## src/rtl/core/psg_pkg.sv

```systemverilog
// Shared types and constants for the waveform pulse segmenter.
`default_nettype none
package psg_pkg;

   localparam int SAMPLE_BITS_DEFAULT   = 16;
   localparam int POSITION_BITS_DEFAULT = 16;

   // Widths fixed by the field definitions.
   localparam int FIELD_BITS     = 16;
   localparam int CUR_BITS       = 17;
   localparam int CSR_INDEX_BITS = 1;
   localparam int FIRST_INDEX    = 3;
   localparam int HIST_DEPTH     = 3;
   localparam int QUEUE_DEPTH    = 4;
   localparam int QUEUE_PTR_BITS = $clog2(QUEUE_DEPTH);

   // Configuration register indexes.
   localparam logic [CSR_INDEX_BITS-1:0] REG_VERTICAL_OFFSET = 1'd0;
   localparam logic [CSR_INDEX_BITS-1:0] REG_NOISE_THRESHOLD = 1'd1;

   typedef struct packed {
      logic                  polarity;
      logic [FIELD_BITS-1:0] peak_position;
      logic [FIELD_BITS-1:0] peak_height;
      logic [FIELD_BITS-1:0] stop_position;
      logic [FIELD_BITS-1:0] start_position;
   } pulse_type;

   typedef struct packed {
      logic full;
      logic empty;
   } queue_status_type;

endpackage
`default_nettype wire

```

## src/rtl/core/psg_front.sv

```systemverilog
// Front part: sample intake, offset correction and pulse segmentation.
`default_nettype none
module psg_front #(
   parameter int SAMPLE_BITS   = psg_pkg::SAMPLE_BITS_DEFAULT,
   parameter int POSITION_BITS = psg_pkg::POSITION_BITS_DEFAULT
) (
   input  wire logic                                  clock,
   input  wire logic                                  reset,
   input  wire logic                                  req_valid,
   output logic                                       req_ready,
   input  wire logic [psg_pkg::FIELD_BITS-1:0]        req_sample,
   input  wire logic                                  req_last,
   input  wire logic signed [psg_pkg::FIELD_BITS-1:0] vertical_offset,
   input  wire logic [psg_pkg::FIELD_BITS-1:0]        noise_threshold,
   input  wire psg_pkg::queue_status_type             queue_status,
   output logic                                       res_push,
   output psg_pkg::pulse_type                         res_data
);

   localparam int CB = psg_pkg::CUR_BITS;
   localparam int FB = psg_pkg::FIELD_BITS;
   localparam int HD = psg_pkg::HIST_DEPTH;
   localparam logic [POSITION_BITS-1:0] POS_MAX = '1;
   localparam logic [POSITION_BITS-1:0] POS_FIRST = POSITION_BITS'(psg_pkg::FIRST_INDEX);

   // Intake stage: corrected sample and its index.
   logic                     a_valid_ff, a_valid_in;
   logic signed [CB-1:0]     a_cur_ff, a_cur_in;
   logic [FB-1:0]            a_mag_ff, a_mag_in;
   logic                     a_last_ff;
   logic [POSITION_BITS-1:0] a_idx_ff;
   logic [POSITION_BITS-1:0] idx_ff, idx_in;

   // Segmentation state.
   logic signed [CB-1:0]     hist_val_ff [HD];
   logic [FB-1:0]            hist_mag_ff [HD];
   logic                     edge_ff, edge_in;
   logic                     pulse_ff, pulse_in;
   logic [POSITION_BITS-1:0] start_ff, start_in;
   logic [FB-1:0]            best_mag_ff, best_mag_in;
   logic [POSITION_BITS-1:0] best_pos_ff, best_pos_in;
   logic                     best_neg_ff, best_neg_in;

   logic signed [SAMPLE_BITS-1:0] raw_sample;
   logic signed [CB-1:0]          abs_cur;
   logic accept, b_fire, active, crossing, ends, rising;

   assign b_fire    = a_valid_ff && !queue_status.full;
   assign req_ready = !a_valid_ff || b_fire;
   assign accept    = req_valid && req_ready;

   always_comb begin
      raw_sample = req_sample[SAMPLE_BITS-1:0];
      a_cur_in   = CB'(raw_sample) - CB'(vertical_offset);
      abs_cur    = a_cur_in[CB-1] ? -a_cur_in : a_cur_in;
      a_mag_in   = abs_cur[FB-1:0];
      a_valid_in = accept ? 1'b1 : (b_fire ? 1'b0 : a_valid_ff);
      if (accept && req_last) begin
         idx_in = '0;
      end else if (accept && idx_ff != POS_MAX) begin
         idx_in = idx_ff + 1'b1;
      end else begin
         idx_in = idx_ff;
      end
   end

   always_ff @(posedge clock) begin
      if (reset) begin
         a_valid_ff <= 1'b0;
         idx_ff     <= '0;
      end else begin
         a_valid_ff <= a_valid_in;
         idx_ff     <= idx_in;
      end
      if (accept) begin
         a_cur_ff  <= a_cur_in;
         a_mag_ff  <= a_mag_in;
         a_last_ff <= req_last;
         a_idx_ff  <= idx_ff;
      end
   end

   // Segmentation of the sample held in the intake stage.
   always_comb begin
      active   = a_idx_ff >= POS_FIRST;
      crossing = (a_cur_ff > 0 && hist_val_ff[0] < 0) || (a_cur_ff < 0 && hist_val_ff[0] > 0);
      ends     = (a_mag_ff <= noise_threshold) || a_last_ff || crossing;
      rising   = (hist_mag_ff[2] < hist_mag_ff[1]) && (hist_mag_ff[1] < hist_mag_ff[0]) &&
                 (hist_mag_ff[0] < a_mag_ff);
      edge_in     = edge_ff;
      pulse_in    = pulse_ff;
      start_in    = start_ff;
      best_mag_in = best_mag_ff;
      best_pos_in = best_pos_ff;
      best_neg_in = best_neg_ff;
      if (b_fire && active) begin
         if (ends) begin
            edge_in  = 1'b0;
            pulse_in = 1'b0;
         end else begin
            if (!pulse_ff || a_mag_ff > best_mag_ff) begin
               best_mag_in = a_mag_ff;
               best_pos_in = a_idx_ff;
               best_neg_in = a_cur_ff[CB-1];
            end
            if (!pulse_ff) begin
               pulse_in = 1'b1;
               start_in = a_idx_ff;
            end
            if (!edge_ff && rising) begin
               edge_in = 1'b1;
            end
         end
      end
      if (b_fire && a_last_ff) begin
         edge_in  = 1'b0;
         pulse_in = 1'b0;
      end
   end

   assign res_push = b_fire && active && ends && edge_ff;

   always_comb begin
      res_data.start_position = FB'(start_ff);
      res_data.stop_position  = FB'(a_idx_ff - 1'b1);
      res_data.peak_height    = best_mag_ff;
      res_data.peak_position  = FB'(best_pos_ff);
      res_data.polarity       = best_neg_ff;
   end

   always_ff @(posedge clock) begin
      if (reset) begin
         edge_ff  <= 1'b0;
         pulse_ff <= 1'b0;
      end else begin
         edge_ff  <= edge_in;
         pulse_ff <= pulse_in;
      end
      start_ff    <= start_in;
      best_mag_ff <= best_mag_in;
      best_pos_ff <= best_pos_in;
      best_neg_ff <= best_neg_in;
      // Indexes 0 to 2 of each waveform always refill the history before use.
      if (b_fire) begin
         hist_val_ff[0] <= a_cur_ff;
         hist_mag_ff[0] <= a_mag_ff;
         for (int i = 1; i < HD; i++) begin
            hist_val_ff[i] <= hist_val_ff[i-1];
            hist_mag_ff[i] <= hist_mag_ff[i-1];
         end
      end
   end

endmodule
`default_nettype wire

```

## src/rtl/core/psg_queue.sv

```systemverilog
// Short result queue between the segmentation front and the output stage.
`default_nettype none
module psg_queue (
   input  wire logic                      clock,
   input  wire logic                      reset,
   input  wire logic                      push,
   input  wire psg_pkg::pulse_type        push_data,
   input  wire logic                      pop,
   output psg_pkg::pulse_type             pop_data,
   output psg_pkg::queue_status_type      status
);

   localparam int DEPTH = psg_pkg::QUEUE_DEPTH;
   localparam int PB    = psg_pkg::QUEUE_PTR_BITS;

   psg_pkg::pulse_type entry_ff [DEPTH];
   logic [PB-1:0] wr_ptr_ff, wr_ptr_in;
   logic [PB-1:0] rd_ptr_ff, rd_ptr_in;
   logic [PB:0]   count_ff, count_in;
   logic do_push, do_pop;

   assign status.full  = count_ff == (PB+1)'(DEPTH);
   assign status.empty = count_ff == '0;
   assign do_push      = push && !status.full;
   assign do_pop       = pop && !status.empty;
   assign pop_data     = entry_ff[rd_ptr_ff];

   always_comb begin
      wr_ptr_in = do_push ? wr_ptr_ff + 1'b1 : wr_ptr_ff;
      rd_ptr_in = do_pop  ? rd_ptr_ff + 1'b1 : rd_ptr_ff;
      count_in  = count_ff + (PB+1)'(do_push) - (PB+1)'(do_pop);
   end

   always_ff @(posedge clock) begin
      if (reset) begin
         wr_ptr_ff <= '0;
         rd_ptr_ff <= '0;
         count_ff  <= '0;
      end else begin
         wr_ptr_ff <= wr_ptr_in;
         rd_ptr_ff <= rd_ptr_in;
         count_ff  <= count_in;
      end
      if (do_push) begin
         entry_ff[wr_ptr_ff] <= push_data;
      end
   end

endmodule
`default_nettype wire

```

## src/rtl/core/psg_back.sv

```systemverilog
// Back part: output register that drives the result stream.
`default_nettype none
module psg_back (
   input  wire logic                  clock,
   input  wire logic                  reset,
   input  wire psg_pkg::queue_status_type queue_status,
   input  wire psg_pkg::pulse_type    queue_data,
   output logic                       queue_pop,
   output logic                       rsp_valid,
   input  wire logic                  rsp_ready,
   output psg_pkg::pulse_type         rsp_data
);

   logic               valid_ff, valid_in;
   psg_pkg::pulse_type data_ff;

   assign queue_pop = !queue_status.empty && (!valid_ff || rsp_ready);
   assign valid_in  = queue_pop ? 1'b1 : (rsp_ready ? 1'b0 : valid_ff);
   assign rsp_valid = valid_ff;
   assign rsp_data  = data_ff;

   always_ff @(posedge clock) begin
      if (reset) begin
         valid_ff <= 1'b0;
      end else begin
         valid_ff <= valid_in;
      end
      if (queue_pop) begin
         data_ff <= queue_data;
      end
   end

endmodule
`default_nettype wire

```

## src/rtl/core/waveform_pulse_segmenter_core.sv

```systemverilog
// Top level of the waveform pulse segmenter: ports, configuration and wiring.
//
// Digitizer samples enter on the req_ stream, one transaction per sample, with
// req_tlast marking the final sample of a waveform. Each sample has the
// vertical offset removed; from index 3 on, a sample inside the noise band, a
// sign change or the last sample closes the current segment. A segment that
// showed four strictly rising magnitudes produces one rsp_ transaction with
// start, stop, peak height, peak position and polarity.
// Throughput is one sample per cycle while the queue has room. A sample is
// registered in the intake stage and segmented there, which writes its result
// to a four-entry queue; the output register takes it from the queue when the
// output is free, and rsp_tvalid then rises. When rsp_tready is held low,
// results collect in the queue and the output register; once the queue is full
// the segmentation stage stops and req_tready drops until space frees up. No
// result is lost or repeated.
// Configuration goes through the csr_ port, which is always ready; index 0 is
// the vertical offset and index 1 the noise threshold. Write it only while idle.
// Reset clears both registers, the sample index, the pulse state and the queue.
`default_nettype none
module waveform_pulse_segmenter_core #(
   parameter int SAMPLE_BITS   = psg_pkg::SAMPLE_BITS_DEFAULT,
   parameter int POSITION_BITS = psg_pkg::POSITION_BITS_DEFAULT
) (
   input  wire logic                                  clock,
   input  wire logic                                  reset,
   // Sample stream.
   input  wire logic                                  req_tvalid,
   output logic                                       req_tready,
   input  wire logic [psg_pkg::FIELD_BITS-1:0]        req_tdata,  // [15:0] sample
   input  wire logic                                  req_tlast,  // last_sample
   // Pulse result stream.
   output logic                                       rsp_tvalid,
   input  wire logic                                  rsp_tready,
   // [15:0] start_position, [31:16] stop_position, [47:32] peak_height,
   // [63:48] peak_position
   output logic [4*psg_pkg::FIELD_BITS-1:0]           rsp_tdata,
   output logic                                       rsp_tuser,  // polarity
   // Configuration writes.
   input  wire logic                                  csr_valid,
   output logic                                       csr_ready,
   input  wire logic [psg_pkg::CSR_INDEX_BITS-1:0]    csr_index,
   input  wire logic [psg_pkg::FIELD_BITS-1:0]        csr_data
);

   logic signed [psg_pkg::FIELD_BITS-1:0] offset_ff;
   logic [psg_pkg::FIELD_BITS-1:0]        threshold_ff;
   logic                                  csr_write;

   logic                      res_push;
   logic                      queue_pop;
   psg_pkg::pulse_type        res_data;
   psg_pkg::pulse_type        queue_data;
   psg_pkg::pulse_type        out_data;
   psg_pkg::queue_status_type queue_status;

   // The register file takes a write in every cycle.
   assign csr_ready = 1'b1;
   assign csr_write = csr_valid && csr_ready;

   always_ff @(posedge clock) begin
      if (reset) begin
         offset_ff    <= '0;
         threshold_ff <= '0;
      end else if (csr_write) begin
         unique case (csr_index)
            psg_pkg::REG_VERTICAL_OFFSET: offset_ff    <= csr_data;
            psg_pkg::REG_NOISE_THRESHOLD: threshold_ff <= csr_data;
            default: ;
         endcase
      end
   end

   psg_front #(
      .SAMPLE_BITS   (SAMPLE_BITS),
      .POSITION_BITS (POSITION_BITS)
   ) u_front (
      .clock           (clock),
      .reset           (reset),
      .req_valid       (req_tvalid),
      .req_ready       (req_tready),
      .req_sample      (req_tdata),
      .req_last        (req_tlast),
      .vertical_offset (offset_ff),
      .noise_threshold (threshold_ff),
      .queue_status    (queue_status),
      .res_push        (res_push),
      .res_data        (res_data)
   );

   psg_queue u_queue (
      .clock     (clock),
      .reset     (reset),
      .push      (res_push),
      .push_data (res_data),
      .pop       (queue_pop),
      .pop_data  (queue_data),
      .status    (queue_status)
   );

   psg_back u_back (
      .clock        (clock),
      .reset        (reset),
      .queue_status (queue_status),
      .queue_data   (queue_data),
      .queue_pop    (queue_pop),
      .rsp_valid    (rsp_tvalid),
      .rsp_ready    (rsp_tready),
      .rsp_data     (out_data)
   );

   assign rsp_tdata = {out_data.peak_position, out_data.peak_height,
                       out_data.stop_position, out_data.start_position};
   assign rsp_tuser = out_data.polarity;

   // The front must never push a result into a full queue.
   assert property (@(posedge clock) disable iff (reset) queue_status.full |-> !res_push)
      else $error("result pushed into full queue");

   // Full and empty can never be reported together.
   assert property (@(posedge clock) disable iff (reset)
                    !(queue_status.full && queue_status.empty))
      else $error("queue reports full and empty at once");

   // Reset leaves the queue empty.
   assert property (@(posedge clock) reset |=> queue_status.empty)
      else $error("queue not empty after reset");

   // A result popped from the queue is on the output in the next cycle.
   assert property (@(posedge clock) disable iff (reset) queue_pop |=> rsp_tvalid)
      else $error("popped result not presented");

endmodule
`default_nettype wire
```

## config.mk

```make
export PLATFORM = sky130hd
export DESIGN_NAME = waveform_pulse_segmenter_core
export DESIGN_NICKNAME = d
export VERILOG_FILES = /design/src/rtl/core/psg_pkg.sv /design/src/rtl/core/psg_front.sv /design/src/rtl/core/psg_queue.sv /design/src/rtl/core/psg_back.sv /design/src/rtl/core/waveform_pulse_segmenter_core.sv
export SDC_FILE = /design/constraint.sdc
export NUM_CORES = 1
export LEC_CHECK = 0
export BUFFER_PORTS_ARGS = -buffer_cell sky130_fd_sc_hd__buf_2
export CORE_MARGIN = 2
export CORE_UTILIZATION = 50
export DETAILED_ROUTE_END_ITERATION = 16
export HOLD_SLACK_MARGIN = 0.02
export PLACE_DENSITY_LB_ADDON = 0.1
export SETUP_SLACK_MARGIN = 0.1
export SYNTH_ARGS = -nofsm -noshare
export SYNTH_HDL_FRONTEND = slang
export SYNTH_HIERARCHICAL = 1
export SYNTH_SLANG_ARGS = --single-unit
```

## constraint.sdc

```tcl
create_clock -name clock -period 18.7 [get_ports clock]
set_input_delay 3.74 -clock clock [delete_from_list [all_inputs] [get_ports clock]]
set_output_delay 3.74 -clock clock [all_outputs]
set_load 0.005 [all_outputs]
```

Yosys cells after proc, flatten, opt, wreduce, memory -nomap -nowiden

Memory sizes are Yosys's and may differ from the RTL's. A register that Yosys moved wholly into a read port is not among the register bits.
Index checks and enable logic that the tools add are counted.
Widths: inputs -> output; s select.

Magnitude comparators: 10
Bitwise logic cells: 3
Equality and inequality tests: 2
Add/sub/neg operators: 8
Muxes and demuxes: 12
Reductions and logical operators: 39

Operators with widths:

| cell                  | count |
|---|---|
| $lt 16x16->1          | 3 |
| $gt 17x1->1 const B   | 2 |
| $lt 17x1->1 const B   | 2 |
| $sub 16x16->17        | 1 |
| $add 16x1->16 const B | 1 |
| $ge 16x2->1 const B   | 1 |
| $gt 16x16->1          | 1 |
| $le 16x16->1          | 1 |
| $logic_and 1x1->1     | 16 |
| $mux 16               | 1 |
| $ne 16x16->1 const B  | 1 |
| $neg 16->16           | 1 |
| $sub 16x1->16 const B | 1 |
| $mux 1                | 11 |
| $logic_not 1->1       | 6 |
| $logic_or 1x1->1      | 6 |
| $reduce_and 2->1      | 3 |
| $reduce_and 3->1      | 2 |
| $reduce_bool 2->1     | 3 |
| $add 2x1->2 const B   | 2 |
| $reduce_or 2->1       | 2 |
| $add 3x1->3           | 1 |
| $eq 3x3->1 const B    | 1 |
| $logic_not 3->1       | 1 |
| 2 further kinds       | 4 |

Word-level logic and storage cells: 95
Memories kept: 3
Input port bits: 39
RAM bits: 359
Output and inout port bits: 68
Register bits: 158

Memory list:

| name                | words | bits a word | rd ports | clocked after memory_dff | wr ports | line            | source |
|---|---|---|---|---|---|---|---|
| u_queue.entry_ff    | 4     | 65          | 1        | 1                        | 1        | psg_queue.sv:16 | `psg_pkg::pulse_type entry_ff [DEPTH];` |
| u_front.hist_val_ff | 3     | 17          | 2        | 0                        | 3        | psg_front.sv:35 | `logic signed [CB-1:0] hist_val_ff [HD];` |
| u_front.hist_mag_ff | 3     | 16          | 3        | 0                        | 3        | psg_front.sv:36 | `logic [FB-1:0] hist_mag_ff [HD];` |

Depth between registers and ports, before layout

Gate-level depths: netlist (run 1).
An unclocked memory read counts as a cell.

Depth after elaboration: 10
Gate-level depth with buffers: 20
Mapped depth without buffers: 20

Modules after synthesis

The synthesis (run 1) kept the hierarchy.

By module, submodules not included:

| module                        | instances | seq. area each (um^2) | cells an instance | area each (um^2) |
|---|---|---|---|---|
| psg_queue                     | 1         | 7987.7                | 390               | 9895.7 |
| psg_front                     | 1         | 5245.0                | 745               | 9186.3 |
| psg_back                      | 1         | 1971.9                | 69                | 2008.2 |
| waveform_pulse_segmenter_core | 1         | 640.6                 | 127               | 1375.1 |

Least setup slack after synthesis (run 1)

OpenSTA, ideal clock, no wires.

Path type: register to register
From: register u_queue.count_ff[2]
To: register u_front.best_mag_ff[0] (enable)
Buffers on the path: 0
Setup slack: 11.350 ns
Data arrival time: 6.877 ns
Cell stages (with the launch flop): 7
Data required time: 18.226 ns
Clock period less this slack: 7.350 ns
Library setup time: 0.474 ns
Path through: dfxtp_1 -> nor3b_2 -> nor2b_1 -> inv_1 -> a31oi_1 -> or3b_2 -> a211oi_1

RTL lines:

| item                   | line             | source |
|---|---|---|
| from (decl)            | psg_queue.sv:19  | `logic [PB:0] count_ff, count_in;` |
| from (signal assigned) | psg_queue.sv:42  | `count_ff <= count_in;` |
| to (signal assigned)   | psg_front.sv:140 | `best_mag_ff <= best_mag_in;` |
| to (decl)              | psg_front.sv:40  | `logic [FB-1:0] best_mag_ff, best_mag_in;` |

Worst setup path in the final report (run 1)

From: input req_tdata[0] (netlist name)
To: register u_front.a_mag_ff[14] (data pin)

Word-level cells in the longest chain between the ends: 3

RTL lines:

| item                    | line                                | source |
|---|---|---|
| from (decl)             | waveform_pulse_segmenter_core.sv:29 | `input wire logic [psg_pkg::FIELD_BITS-1:0] req_tdata,` |
| $sub 16x16->17          | psg_front.sv:54                     | `a_cur_in = CB'(raw_sample) - CB'(vertical_offset);` |
| net u_front.a_cur_in[6] | psg_front.sv:28                     | `logic signed [CB-1:0] a_cur_ff, a_cur_in;` |
| $neg 16->16             | psg_front.sv:55                     | `abs_cur = a_cur_in[CB-1] ? -a_cur_in : a_cur_in;` |
| $mux 16                 | psg_front.sv:55                     |  |
| net u_front.abs_cur[14] | psg_front.sv:45                     | `logic signed [CB-1:0] abs_cur;` |
| to (signal assigned)    | psg_front.sv:77                     | `a_mag_ff <= a_mag_in;` |
| to (decl)               | psg_front.sv:29                     | `logic [FB-1:0] a_mag_ff, a_mag_in;` |

The timed path passes the listed nets, and every way through them passes these cells.
A chain may end at the register's enable or synchronous reset.

==> impl_results.md, run 1 <==
* CP arrival at 6.26 ns
* RSZ-0062 raised after global routing: false
* Nets@finish at 1621
* Peak supply drop at 0.06477 mV
* Final critical-path share of the clock period at 31.63%
* Total GRT Usage at 18.30%
* Setup crit start: req_tdata[0]
* Post-synth EDFFs at 487
* Share of cells above drive strength 1 at 20.05%
* Final WL at 41.40 mm
* Num rows at 77
* Synth Cell Area at 0.02247 mm2
* Post-synthesis register bit count at 548
* CTS tree: done
* Critical path launch point type: input port
* Crit Path Max Fanout at 5
* Max-cap viol count at 0
* Total die area at 0.04664 mm2
* Setup Fix Bufs, Post-CTS at 0
* Syn_nets at 1475
* N_diodes at 0
* Via count at 11.20k
* Vias/cell at 5.298
* Mean area per synthesized cell at 16.88 um2
* HP Class: reg2reg
* Post-route minimum period at 5.914 ns
* Pin count of the biggest net entering global routing at 68
* DR pass1 iterations at 5
* Power Total at 2749 uW
* Initial core utilization at 50.69%
* Critical Path RT at 19.05 ns
* Synth Instances at 1331
* Core area at 0.04432 mm2
* Final Skew at 0.02885 ns
* Worst Max-Slew Pin Slew at 1.054 ns
* Clk_lat worst skew at 0.61 ns
* Max frequency at 169.1 MHz
* Initial DRC Count at 731
* Port Buf Inserts at 105
* Initial antenna violation count at 0
* Setup Total Neg Slack at 0 ns
* Dominant synthesized flop cell: edfxtp_1
* Die Height at 216.0 um
* Clk sinks at 548
* Placer Congestion at 0.7905
* R2R Path Start: u_front/a_mag_ff[9]$_DFFE_PP_
* Drt drc at 0
* Cts-stage hold buffer count at 0
* Post-DP HPWL at 25.88 mm
* Yosys warning count at 6
* Bufs on Longest Clock Path at 3
* Post-synthesis sequential area ratio at 70.53%
* Global route overflow at 0
* WL/cell at 19.59 um
* Number of routed nets with antenna violations at 0
* CP Class: in2reg
* Async SR Flop Fraction at 0%
* Cell Pwr Density at 107.5 mW/mm2
* Crit. End Element: flip-flop
* Number of CTS-inserted buffers at 56
* Vias in the first global route at 11.50k
* Status: finished clean
* Synth-to-layout area growth at 13.85%
* Reg clk slew, reported paths at 0.07 ns
* Clk root buf: clkbuf_16
* Slew Limit Fails at 0
* # IOs at 107
* Hold path start: u_front/a_cur_ff[13]$_DFFE_PP_
* Fin. Hold Viols at 0
* H-Tree Depth at 2
* Die X at 216.0 um
* Worst rel slew slack at 29.48%
* Final setup vio count at 0
* First-pass GRT wire length at 65.16 mm
* Count of different cell masters after synthesis at 68
* CTS resizes at 0
* Leak at 0.009141 uW
[synth_stat cells (3+ instances only)]
cell type	number	area [um2]
clkbuf_1	6	22.52
o21a_1	4	30.03
a21oi_1	32	160.2
nand2b_1	58	362.9
inv_1	121	454.2
a21o_1	21	157.7
a211o_1	4	35.03
nand4_1	21	131.4
nor3_1	19	95.09
a21oi_2	5	43.79
xnor2_1	24	210.2
mux4_2	65	1464
a31oi_1	8	50.05
dfxtp_1	61	1221
nand2_1	24	90.09
a41oi_1	3	26.28
nor2_1	50	187.7
o21ai_0	17	85.08
a2111oi_0	4	35.03
ha_1	103	1289
edfxtp_1	487	14620
buf_4	3	22.52
nor2b_1	12	75.07
or3_1	4	25.02
and2_1	5	31.28
mux2i_1	35	350.3
buf_6	4	45.04
xor2_1	30	262.8
or2_2	3	18.77
o2111ai_1	3	26.28
nand3_1	14	70.07
nor4_1	12	75.07
o22ai_1	3	18.77
buf_2	11	55.05
o211ai_1	5	37.54
o21bai_1	4	30.03
buf_12	6	120.1
[layout by cell type (no fill, tap or decap), types with 5 or more instances in the layout]
| master | count |
|---|---|
| a31oi_1 | 8 |
| nand3_1 | 14 |
| nand2_1 | 24 |
| o21ai_0 | 17 |
| dfxtp_1 | 59 |
| nor2b_1 | 11 |
| o211ai_1 | 5 |
| nand2b_1 | 58 |
| clkbuf_16 | 57 |
| ha_1 | 103 |
| clkinv_1 | 11 |
| a21oi_2 | 5 |
| buf_2 | 105 |
| nor4_1 | 12 |
| nand4_1 | 21 |
| a21o_1 | 21 |
| nor3_1 | 19 |
| edfxtp_1 | 487 |
| inv_1 | 120 |
| and2_2 | 5 |
| nor2_1 | 50 |
| mux2i_1 | 35 |
| clkinv_2 | 12 |
| xor2_1 | 30 |
| buf_4 | 13 |
| bufinv_16 | 12 |
| mux4_2 | 65 |
| xnor2_1 | 24 |
| a21oi_1 | 32 |
[flip-flops by register name, indices dropped and copies added (netlist names), named ones only]
register / count
u_front/best_neg_ff: 1
threshold_ff: 16
u_queue/wr_ptr_ff: 2
u_front/hist_mag_ff: 47
u_back/rsp_valid: 1
u_queue/entry_ff: 260
u_front/start_ff: 16
u_front/a_cur_ff: 17
u_front/best_pos_ff: 16
u_front/idx_ff: 16
u_front/a_last_ff: 1
u_front/pulse_ff: 1
offset_ff: 16
u_front/a_idx_ff: 16
u_front/best_mag_ff: 16
u_front/a_valid_ff: 1
u_back/rsp_data: 65
u_front/a_mag_ff: 15
u_queue/count_ff: 3
u_queue/rd_ptr_ff: 2
u_front/hist_val_ff: 17
u_front/edge_ff: 1
[critical path: stages]
cell	delay, ns
buf_2	0.10
inv_1	0.04
ha_1	0.16
inv_1	0.05
fa_1	0.40
a21oi_1	0.20
o21ai_1	0.20
a21oi_1	0.22
xnor2_1	0.18
nor4_2	0.46
nor3b_1	0.23
a21oi_1	0.10
xor2_1	0.17
[kinds of logic after synthesis]
| kind of cell | count (synthesis) | share of synthesized area [%] |
|---|---|---|
| compound gates | 133 | 4.205 |
| other cells | 1 | 0.01669 |
| flops | 548 | 70.53 |
| xor+xnor | 54 | 2.105 |
| mux | 101 | 8.126 |
| buf+inv | 151 | 3.202 |
| fa+ha+maj | 105 | 5.915 |
| simple gates | 238 | 5.898 |
[stage by stage]
step                      instances  setup WS, ns  util [%]  hold WS, ns  cell area [um2]
final                          2113         12.79     57.71       0.4518            25580
after global routing           2113         12.50     57.71       0.4597            25580
after CTS                      2113         12.78     57.71       0.4515            25580
after detailed placement       2011         12.13     53.24       0.4386            23590
after global placement         2011         12.15     53.24       0.4361            23590
after floorplan                1331         11.35         -       0.4268            22470
[layout make-up]
cell class / count / area, um2
fill: 3471 / 18740
clock buffer: 61 / 1441
clock inverter: 41 / 540.5
inverter: 121 / 454.2
multi-input combinational: 632 / 5926
tap: 592 / 740.7
timing repair buffer: 118 / 623.1
sequential: 548 / 15850
[power breakdown]
part,total [uW],internal [uW],switching (uW)
combinational,162,69.3,92.6
clock,1180,722,459
sequential,1410,1370,36.6
[layer usage]
metal / vias up / track usage [%] / part of all wire [%]
met1: 5558 / 27.29 / 48
met2: 239 / 27.76 / 45
met3: 55 / 2.819 / 4.7
met5: - / 0 / 0
met4: 0 / 6.119 / 2.3
li1: 5343 / - / -
[path summary, 6_finish.rpt]
kind,to,slack [ns],cells after the start
setup reg to reg,u_queue/count_ff[2]$_SDFF_PP0_,14.34,19
hold / removal,u_front/hist_val_ff[0][13]$_DFFE_PP_,0.45,0
setup / recovery,u_front/a_mag_ff[14]$_DFFE_PP_,12.79,13
hold reg to reg,u_front/hist_val_ff[0][13]$_DFFE_PP_,0.45,0
Note: power is estimated with default switching activity, not from simulation.
==> run 2, diff against run 1 <==
Clock period 18.7 ns to 5.85 ns, I/O delays scaled along.
==> run 2 against run 1 <==
Non-clock buffer count is 1 higher. Critical path depth unchanged. Utilization is 0.22 points lower. Clock skew down 0.0077 ns. Setup slack lost 11 ns. Sequential power grew to 3.2 times the previous value. Via count rose by 1.3%. First-iteration DRC count increased by 19%. Count of clock-buffer cells in the layout grew 3. Hold slack worse by 0.0018 ns.
==> impl_results.md, run 2 (synthesis results as in run 1) <==
* Status: finished clean (unchanged)
* Most numerous cell on the critical path: a21o_1 (was a21oi_1)
* WL/cell at 19.79 um (was 19.59 um)
* Hold worst-path end: u_front/hist_val_ff[0][13]$_DFFE_PP_ (unchanged)
* Worst rel slew slack at 28.69% (was 29.48%)
* Clk root buf: clkbuf_16 (unchanged)
* Die X at 216.0 um (unchanged)
* Cell Pwr Density at 335.9 mW/mm2 (was 107.5 mW/mm2)
* Setup Total Neg Slack at 0 ns (unchanged)
* Int Power at 6709 uW (was 2161 uW)
* Pin count of the biggest net entering global routing at 67 (was 68)
* N_diodes at 0 (unchanged)
* Critical path launch point type: flip-flop (was input port)
* Most common cell after layout, fill and taps aside: edfxtp_1 (unchanged)
* Clk_lat worst skew at 0.60 ns (was 0.61 ns)
* Initial DRC Count at 867 (was 731)
* Critical Path RT at 6.13 ns (was 19.05 ns)
* CP Class: reg2reg (was in2reg)
* Design area at 0.02548 mm2 (was 0.02558 mm2)
* Final Skew at 0.02119 ns (was 0.02885 ns)
* H-Tree Depth at 2 (unchanged)
* HP Class: reg2reg (unchanged)
* Drt drc at 0 (unchanged)
* Crit path max-delay family: compound AO/OA/AOI/OAI gates (unchanged)
* Peak supply drop at 0.2361 mV (was 0.06477 mV)
* R2r endpoint: u_queue/entry_ff[2][7]$_DFFE_PP_ (was u_queue/count_ff[2]$_SDFF_PP0_)
* CTS resizes at 0 (unchanged)
* # IOs at 107 (unchanged)
* DR pass1 iterations at 5 (unchanged)
* Reg with most FFs: u_queue/entry_ff (unchanged)
* Cts-stage hold buffer count at 0 (unchanged)
* Clock power share at 41.4% (was 42.9%)
* Final critical-path share of the clock period at 71.01%
* Vias/cell at 5.362 (was 5.298)
* Hold Path Cell Cnt at 0 (unchanged)
* R2R Path Start: u_front/a_mag_ff[9]$_DFFE_PP_ (unchanged)
* CP arrival at 4.43 ns (was 6.26 ns)
* Initial antenna violation count at 1 (was 0)
* Port Buf Inserts at 105 (unchanged)
* Nets@finish at 1621 (unchanged)
* Num rows at 77 (unchanged)
* RSZ-0062 raised after global routing: false (unchanged)
* Reg2reg path depth at 13 (was 19)
* Synth-to-layout area growth at 13.42% (was 13.85%)
* Worst Max-Slew Pin Slew at 1.070 ns (was 1.054 ns)
* Die Height at 216.0 um (unchanged)
* CTS tree: done (unchanged)
* Bufs on Longest Clock Path at 3 (unchanged)
* Total die area at 0.04664 mm2 (unchanged)
* Number of routed nets with antenna violations at 0 (unchanged)
* Final WL at 41.83 mm (was 41.40 mm)
* Layout Utilization at 57.49% (was 57.71%)
* Global route overflow at 0 (unchanged)
* Met3 usage in global routing at 3.185% (was 2.819%)
* Critical-path cell list: ha_1, a21o_1, a21o_1, a211oi_1, o21bai_1, a21o_1, a221oi_1, o21a_1, and2_1, inv_1, nor2_1, and2_2, buf_4 (was buf_2, inv_1, ha_1, inv_1, fa_1, a21oi_1, o21ai_1, a21oi_1, xnor2_1, nor4_2, nor3b_1, a21oi_1, xor2_1)
* Global routing's busiest layer: met2 (unchanged)
* Max frequency at 240.7 MHz
* Clk sinks at 548 (unchanged)
* Fillers at 3465 (was 3471)
* Post-route minimum period at 4.154 ns
* Share of cells above drive strength 1 at 19.58% (was 20.05%)
* Slew Limit Fails at 0 (unchanged)
* Switching Fraction at 21.61% (was 21.38%)
* Vias in the first global route at 11.26k (was 11.50k)
* Net Switching at 1850 uW (was 587.9 uW)
* Final setup vio count at 0 (unchanged)
* CP peak stage delay at 0.77 ns (was 0.46 ns)
* Leak at 0.009073 uW (was 0.009141 uW)
* Max-cap viol count at 0 (unchanged)
* Crit. End Element: flip-flop (unchanged)
* Met1 usage in global routing at 27.16% (was 27.29%)
* Crit Path Max Fanout at 29 (was 5)
* DP Area at 0.02363 mm2 (was 0.02359 mm2)
* Initial core utilization at 50.69% (unchanged)
* Slowest CP cell: and2_2 (was nor4_2)
* Fin. Hold Viols at 0 (unchanged)
* Reg clk slew, reported paths at 0.06 ns (was 0.07 ns)
* Via count at 11.34k (was 11.20k)
* Total GRT Usage at 18.13% (was 18.30%)
* Combinational group share of total power at 6.2% (was 5.9%)
* Reg power frac at 52.5% (was 51.2%)
* Setup Fix Bufs, Post-CTS at 0 (unchanged)
* Number of CTS-inserted buffers at 55 (was 56)
* Most frequent cells in the layout: edfxtp_1, inv_1, buf_2 (unchanged)
* Placer Congestion at 0.8072 (was 0.7905)
* Hold path start: u_front/a_cur_ff[13]$_DFFE_PP_ (unchanged)
* Max FFs per register at 260 (unchanged)
* Post-DP HPWL at 28.07 mm (was 25.88 mm)
* CP bufs+invs at 2 (was 3)
* Met2 global-route usage at 27.36% (was 27.76%)
* First-pass GRT wire length at 64.57 mm (was 65.16 mm)
* Core area at 0.04432 mm2 (unchanged)
* Setup slack, reg-to-reg at 1.70 ns (was 14.34 ns)
## run 2: cell types whose count changed in the layout (fill, tap and decap cells not counted), sizes merged
cell | before | now
bufinv | 12 | 8
clkbuf | 61 | 64
clkinv | 27 | 24
clkinvlp | 2 | 5
buf | 118 | 119
inv | 121 | 122
## run 2: stage by stage
step | power, uW | instances | hold slack [ns] | setup WS, ns
6_report | 8559 | 2114 | 0.4500 | 1.696
5_1_grt | 8887 | 2114 | 0.4678 | 1.356
4_1_cts | 8656 | 2114 | 0.4541 | 1.601
3_5_place_dp | 5102 | 2012 | 0.4391 | 1.625
3_3_place_gp | 5088 | 2012 | 0.4341 | 1.660
2_1_floorplan | 4914 | 1331 | 0.4268 | 0.6463
## run 2: worst max path at each step
stage                                   start                               end  depth (start not counted)
2_1_floorplan  u_queue/count_ff[2]$_SDFF_PP0_  u_queue/entry_ff[0][0]$_DFFE_PP_                          9
3_3_place_gp    u_front/a_mag_ff[9]$_DFFE_PP_  u_queue/entry_ff[2][7]$_DFFE_PP_                         13
3_5_place_dp    u_front/a_mag_ff[9]$_DFFE_PP_  u_queue/entry_ff[2][7]$_DFFE_PP_                         13
4_1_cts         u_front/a_mag_ff[9]$_DFFE_PP_  u_queue/entry_ff[2][7]$_DFFE_PP_                         13
5_1_grt         u_front/a_mag_ff[9]$_DFFE_PP_  u_queue/entry_ff[2][6]$_DFFE_PP_                         13
6_report        u_front/a_mag_ff[9]$_DFFE_PP_  u_queue/entry_ff[2][7]$_DFFE_PP_                         13
## run 2: cell type report
class,count,area (um2),share of cell area (%)
clock inverter,38,421.7,1.655
multi-input combinational,632,5926,23.26
sequential,548,15850,62.21
tap,592,740.7,2.907
clock buffer,64,1431,5.618
timing repair buffer,119,655.6,2.573
inverter,121,454.2,1.783
## run 2: power groups by stage
stage | Clock (uW) | Sequential [uW] | Combinational (uW)
global route | 3780 | 4500 | 605
detailed placement | 0 | 4570 | 527
floorplan | 0 | 4510 | 400
finish | 3540 | 4490 | 527
global placement | 0 | 4570 | 519
CTS | 3630 | 4490 | 532
## run 2: routing by layer
layer	share of wire [%]	up-vias
li1	-	5358
met1	48	5638
met2	45	281
met3	5.2	58
met4	2.1	0
met5	0	-
